<file path="src/design/wto_pkg.sv">
// ----------------------------------------------------------------------------
// wto_pkg: shared types and constants for the wavetable oscillator
// Field widths, configuration register indexes, operation codes, the
// controller state encoding and the command and status bundles.
// ----------------------------------------------------------------------------
package wto_pkg;

  // Fixed field widths
  localparam int TBL_IDX_W  = 12;
  localparam int SAMPLE_W   = 16;
  localparam int FREQ_W     = 32;
  localparam int SPR_W      = 32;
  localparam int TSIZE_W    = 13;
  localparam int CFG_IDX_W  = 2;
  localparam int CFG_DATA_W = 32;

  // freq * size_per_rate is Q16.16 times Q8.24, so it carries 40 fraction bits
  localparam int PROD_FRAC  = 40;

  // Configuration register indexes
  localparam logic [CFG_IDX_W-1:0] CFG_FREQ_MODE     = 2'd0;
  localparam logic [CFG_IDX_W-1:0] CFG_CONST_FREQ    = 2'd1;
  localparam logic [CFG_IDX_W-1:0] CFG_TABLE_SIZE    = 2'd2;
  localparam logic [CFG_IDX_W-1:0] CFG_SIZE_PER_RATE = 2'd3;

  // Configuration reset values
  localparam logic                  RST_FREQ_MODE     = 1'b0;
  localparam logic [FREQ_W-1:0]     RST_CONST_FREQ    = 32'd65536000;
  localparam logic [TSIZE_W-1:0]    RST_TABLE_SIZE    = 13'd4096;
  localparam logic [SPR_W-1:0]      RST_SIZE_PER_RATE = 32'd1558286;

  // Frequency source select
  localparam logic FREQ_CONST = 1'b0;
  localparam logic FREQ_INPUT = 1'b1;

  // Operation codes
  localparam logic OP_TICK  = 1'b0;
  localparam logic OP_WRITE = 1'b1;

  // Controller states
  typedef enum logic [7:0] {
    S_IDLE = 8'b0000_0001,
    S_MUL  = 8'b0000_0010,
    S_INC  = 8'b0000_0100,
    S_WRAP = 8'b0000_1000,
    S_RED  = 8'b0001_0000,
    S_READ = 8'b0010_0000,
    S_MULD = 8'b0100_0000,
    S_OUT  = 8'b1000_0000
  } state_t;

  // Controller to datapath commands
  typedef struct packed {
    logic acc_tick;   // tick transaction accepted: capture frequency
    logic acc_write;  // table write transaction accepted
    logic mul;        // frequency times size_per_rate
    logic inc;        // scale, clamp and add increment to phase
    logic wrap;       // fold sum into [0, size)
    logic red;        // one step of the long modulo reduction
    logic rd;         // read the two table entries
    logic muld;       // slope times fraction
    logic ld_out;     // load the output register
  } cmd_t;

  // Datapath to controller status
  typedef struct packed {
    logic need_red;   // sum too far above size for the single subtract
    logic red_last;   // last reduction step
    logic out_free;   // output register can take a new sample
  } sts_t;

endpackage

</file>
<file path="src/design/wto_ctrl.sv">
// ----------------------------------------------------------------------------
// wto_ctrl: sequencing state machine for the wavetable oscillator
// Accepts transactions, steps a tick through the datapath and waits on the
// output register.
// ----------------------------------------------------------------------------
module wto_ctrl import wto_pkg::*; (
  input  logic clk,
  input  logic rst_n,
  input  logic in_valid,
  input  logic in_operation,
  output logic in_ready,
  input  sts_t sts,
  output cmd_t cmd
);

  state_t state_r;
  state_t state_nxt;

  // Next state and commands
  always_comb begin
    state_nxt = state_r;
    cmd       = '0;
    in_ready  = 1'b0;
    case (state_r)
      S_IDLE: begin
        in_ready = 1'b1;
        if (in_valid) begin
          if (in_operation == OP_WRITE) begin
            cmd.acc_write = 1'b1;
          end else begin
            cmd.acc_tick = 1'b1;
            state_nxt    = S_MUL;
          end
        end
      end
      S_MUL: begin
        cmd.mul   = 1'b1;
        state_nxt = S_INC;
      end
      S_INC: begin
        cmd.inc   = 1'b1;
        state_nxt = S_WRAP;
      end
      S_WRAP: begin
        cmd.wrap  = 1'b1;
        state_nxt = sts.need_red ? S_RED : S_READ;
      end
      S_RED: begin
        cmd.red = 1'b1;
        if (sts.red_last) begin
          state_nxt = S_READ;
        end
      end
      S_READ: begin
        cmd.rd    = 1'b1;
        state_nxt = S_MULD;
      end
      S_MULD: begin
        cmd.muld  = 1'b1;
        state_nxt = S_OUT;
      end
      S_OUT: begin
        if (sts.out_free) begin
          cmd.ld_out = 1'b1;
          state_nxt  = S_IDLE;
        end
      end
      default: begin
        state_nxt = S_IDLE;
      end
    endcase
  end

  always_ff @(posedge clk) begin
    if (!rst_n) begin
      state_r <= S_IDLE;
    end else begin
      state_r <= state_nxt;
    end
  end

  // Checks
  a_tick_busy: assert property (@(posedge clk) disable iff (!rst_n)
    cmd.acc_tick |=> !in_ready)
    else $error("ready while a tick is in progress");

  a_red_ends: assert property (@(posedge clk) disable iff (!rst_n)
    state_r == S_RED && sts.red_last |=> state_r == S_READ)
    else $error("reduction did not finish");

  a_out_wait: assert property (@(posedge clk) disable iff (!rst_n)
    state_r == S_OUT && !sts.out_free |=> state_r == S_OUT)
    else $error("left output state with register still full");

endmodule

</file>
<file path="config.mk">
export PLATFORM = sky130hd
export DESIGN_NAME = wto_ctrl
export DESIGN_NICKNAME = d
export VERILOG_FILES = /design/src/design/wto_pkg.sv /design/src/design/wto_ctrl.sv
export SDC_FILE = /design/constraint.sdc
export NUM_CORES = 1
export LEC_CHECK = 0
export ABC_CLOCK_PERIOD_IN_PS = 1800
export BUFFER_PORTS_ARGS = -buffer_cell sky130_fd_sc_hd__buf_2
export CORE_AREA = 3 3 40 42
export CTS_CLUSTER_SIZE = 25
export DETAILED_ROUTE_END_ITERATION = 10
export DIE_AREA = 0 0 43 45
export GPL_TIMING_DRIVEN = 0
export PLACE_DENSITY = 0.67
export REMOVE_ABC_BUFFERS = 1
export SYNTH_ARGS = -nofsm -noshare
export SYNTH_HDL_FRONTEND = slang
export SYNTH_SLANG_ARGS = --single-unit
</file>
<file path="constraint.sdc">
create_clock -name clk -period 1.8 [get_ports clk]
set_input_delay 0.45 -clock clk [delete_from_list [all_inputs] [get_ports clk]]
set_output_delay 0.45 -clock clk [all_outputs]
set_load 0.02 [all_outputs]
</file>
==> results.yml <==
cells_and_area:
  regMostFlops: "state_r"
  multiInputGateArea_sq_um: 352.8
  nNetsFinal: 92
  nFillCells: 118
  largest_reg_flops: 8
  largestRegisters: "state_r: 8 flops"
  drive_gt1_frac: 0.5663
  areaGrowthSynthToFinish_pct: 58.61
  regArea_sq_um: 175.2
  stdcell_count: 98
  antennaDiodeCount: 0
global_routing:
  antenna_found_initial: 0
  grt_pass1_wl_um: 1759
  track_usage: 0.1206
  first_global_vias: 455
  grt_max_degree: 8
  grt_overflow: 0
power_and_ir_drop:
  power_density_nw_per_um2: 875.5
  p_total_w: 0.0006759
  ir_drop_mv: 0.4979
  p_leak_nw: 0.3293
hold_path:
  hold_depth: 3
  hold_end: "state_r[4]$_SDFFE_PN0P_"
  hp-start: "rst_n"
  min_path_type: "primary input to flop"
timing:
  rsz0062_at_grt: "true"
  min_period_over_period: 1.076
  max_slew_margin: 0.7665
  fmax_mhz: 516.3
  finalMaxSlewViolations: 0
  worst_pin_slew_ns: 0.3495
  period_minus_slack_ns: 1.937
  setup_viol: 9
  final_hold_viol_count: 0
  fin_skew_ns: 0.004301
  timing.final.ws_setup_ns: -0.1368
clock_network:
  cts_buffers: 3
  htreeDepth: 1
  clkSinkCount: 8
  cts_root_buffer: "clkbuf_4"
  cts.clk_slew.worst_paths_ns: 0.05
  cts_buffer_depth: 2
  ctsHoldBuffers: 0
  cts_tree: "done"
  clk_latency_ns: 0.26
placed_design:
  gp_congestion: 0.7781
  hpwl_um: 816.2
  port_buffers: 16
  dp_cells: 87
synth:
  synthMuxAreaShare: 0
  yosys.area_share.simple: 0.4936
  ys_ff_latch: 8
  synth_compound_area_frac: 0.1183
  syn_avg_cell_area_sq_um: 8.691
  yosysWarningCount: 0
  ys_seq_area_frac: 0.3290
  syn_inst: 56
  netlist_area_sq_um: 486.7
  synth_top_family_by_area: "simple AND/OR/NAND/NOR gates"
  synth_adder_area_share: 0
  synth_xor_area_frac: 0.03599
  synth_cell_types: 28
routing:
  routed_wl_um: 1204
  drc_errors: 0
  viasPerCell: 5.357
  routedWlPerCell_um: 12.29
  dr.pass1.iters: 4
  ant_nets: 0
  drt-initial-drc-count: 13
  vias: 525
floorplan:
  die_x_um: 43
  rows: 13
  die_area_sq_um: 1935
  start_util: 0.3788
  die_y_um: 45
  ios: 17
  core_region_area_sq_um: 1285
worst_setup_path:
  r2r_end: "state_r[2]$_SDFFE_PN0P_"
  required_ns: 1.35
  cp-start-kind: "flop"
  crit_arrival_ns: 1.49
  r2r_start: "state_r[3]$_SDFFE_PN0P_"
  path_max_fanout: 5
  path_class: "flop to output pin"
  r2r.worst_path.cells: 5
  end_kind: "output pin"
  rrSetupSlack_ns: 0.25
outcome:
  violations: "setup timing"
  status: "finished, violations left"
flow_run:
  max-cap-violations: 0
## cell usage in the layout (no fill, tap or decap)
cell type | synthesis | final
or4b_4 | 1 | 1
nor2_2 | 0 | 2
nor4b_2 | 1 | 1
clkbuf_4 | 0 | 3
nand2_2 | 0 | 1
buf_4 | 0 | 11
nand3b_1 | 1 | 1
nand2_1 | 3 | 2
nor4_4 | 0 | 2
buf_2 | 0 | 6
dfxtp_4 | 0 | 3
or4_4 | 1 | 1
a41o_1 | 1 | 1
inv_1 | 3 | 1
dfxtp_1 | 8 | 2
xnor2_1 | 2 | 2
and3_1 | 2 | 2
a21oi_1 | 1 | 1
o211ai_1 | 1 | 1
nor2_4 | 1 | 2
nand2b_1 | 2 | 2
a21oi_2 | 1 | 1
dfxtp_2 | 0 | 3
nor3b_1 | 3 | 2
o21bai_1 | 2 | 2
and4_1 | 1 | 1
or3_1 | 1 | 1
inv_2 | 0 | 2
nor3_1 | 2 | 2
nand3_1 | 1 | 1
buf_6 | 0 | 7
nand4b_1 | 1 | 1
a31oi_1 | 1 | 1
nor2_1 | 8 | 5
and4b_1 | 1 | 1
o21ai_0 | 1 | 1
nor3b_2 | 0 | 1
nor2b_1 | 3 | 3
## stage by stage
stage | cell area [sq um] | TNS, ns | hold slack (ns) | setup slack [ns] | util
after floorplan | 486.7 | 0 | 0.5295 | 0.002311 | -
after global placement | 585.6 | 0 | 0.5678 | 0.06462 | 0.4557
after detailed placement | 585.6 | 0 | 0.5675 | 0.02720 | 0.4557
after CTS | 708.2 | -0.4750 | 0.4533 | -0.09330 | 0.5511
after global routing | 772.0 | -1.093 | 0.4636 | -0.1863 | 0.6008
final | 772.0 | -0.6260 | 0.4492 | -0.1368 | 0.6008
## cell usage after synthesis (all sizes together)
master	instances	area [sq um]
a21oi	2	13.76
a31oi	1	6.260
a41o	1	10.01
and3	2	12.51
and4	1	8.760
and4b	1	10.01
dfxtp	8	160.2
inv	3	11.26
nand2	3	11.26
nand2b	2	12.51
nand3	1	5.000
nand3b	1	7.510
nand4b	1	8.760
nor2	9	41.29
nor2b	3	18.77
nor3	2	10.01
nor3b	3	22.52
nor4	2	25.02
nor4b	1	15.01
o211ai	1	7.510
o21ai	1	5.000
o21bai	2	15.01
or3	1	6.260
or4	1	11.26
or4b	1	13.76
xnor2	2	17.52
## timing repair
item / in CTS / in global routing
setup buffers: 4 / 4
endpoints found under the setup margin: 10 / 10
gates cloned: 0 / 0
pin swaps: 9 / 8
resized for setup: 23 / 13
## critical path, stage by stage (launching register included)
cell     delay, ns
dfxtp_4       0.36
nor4_4        0.32
nand3_1       0.16
inv_2         0.11
and3_1        0.15
buf_4         0.13
## area by class of cell
| cell class | count | share of cell area |
|---|---|---|
| tap | 15 | 0.02431 |
| inverter | 3 | 0.01459 |
| sequential | 8 | 0.2269 |
| timing repair buffer | 24 | 0.2480 |
| clock buffer | 3 | 0.02917 |
| multi-input combinational | 45 | 0.4570 |
## routing by layer
metal	global-route usage	share of wire
met4	0.09036	0.030
met5	0	0
met2	0.2096	0.49
met1	0.1370	0.42
met3	0.01195	0.059
## power breakdown
part / leakage, nW / total [W] / switching, W / internal, W
Sequential: 0.0678 / 0.000226 / 0.0000304 / 0.000196
Combinational: 0.248 / 0.000312 / 0.000145 / 0.000167
Clock: 0.0138 / 0.000138 / 0.0000615 / 0.0000763
Total: 0.329 / 0.000676 / 0.000237 / 0.000439
## cell families after synthesis
group / after synthesis
AOI/OAI and AO/OA: 8
xor gates and xnor gates: 2
buffers and inverters: 3
DFF: 8
and+or+nand+nor: 35
## how the worst max path moves through the flow
| stage | start | cells after the start | slack, ns | to |
|---|---|---|---|---|
| 2_1_floorplan | state_r[2]$_SDFFE_PN0P_ | 5 | 0.002 | cmd[8] |
| 3_3_place_gp | state_r[1]$_SDFFE_PN0P_ | 4 | 0.06 | cmd[3] |
| 3_5_place_dp | state_r[1]$_SDFFE_PN0P_ | 4 | 0.03 | cmd[3] |
| 4_1_cts | state_r[6]$_SDFFE_PN0P_ | 3 | -0.09 | cmd[4] |
| 5_1_grt | state_r[3]$_SDFFE_PN0P_ | 6 | -0.19 | cmd[8] |
| 6_report | state_r[3]$_SDFFE_PN0P_ | 5 | -0.14 | cmd[7] |
Note: power is estimated with default switching activity, not from simulation.
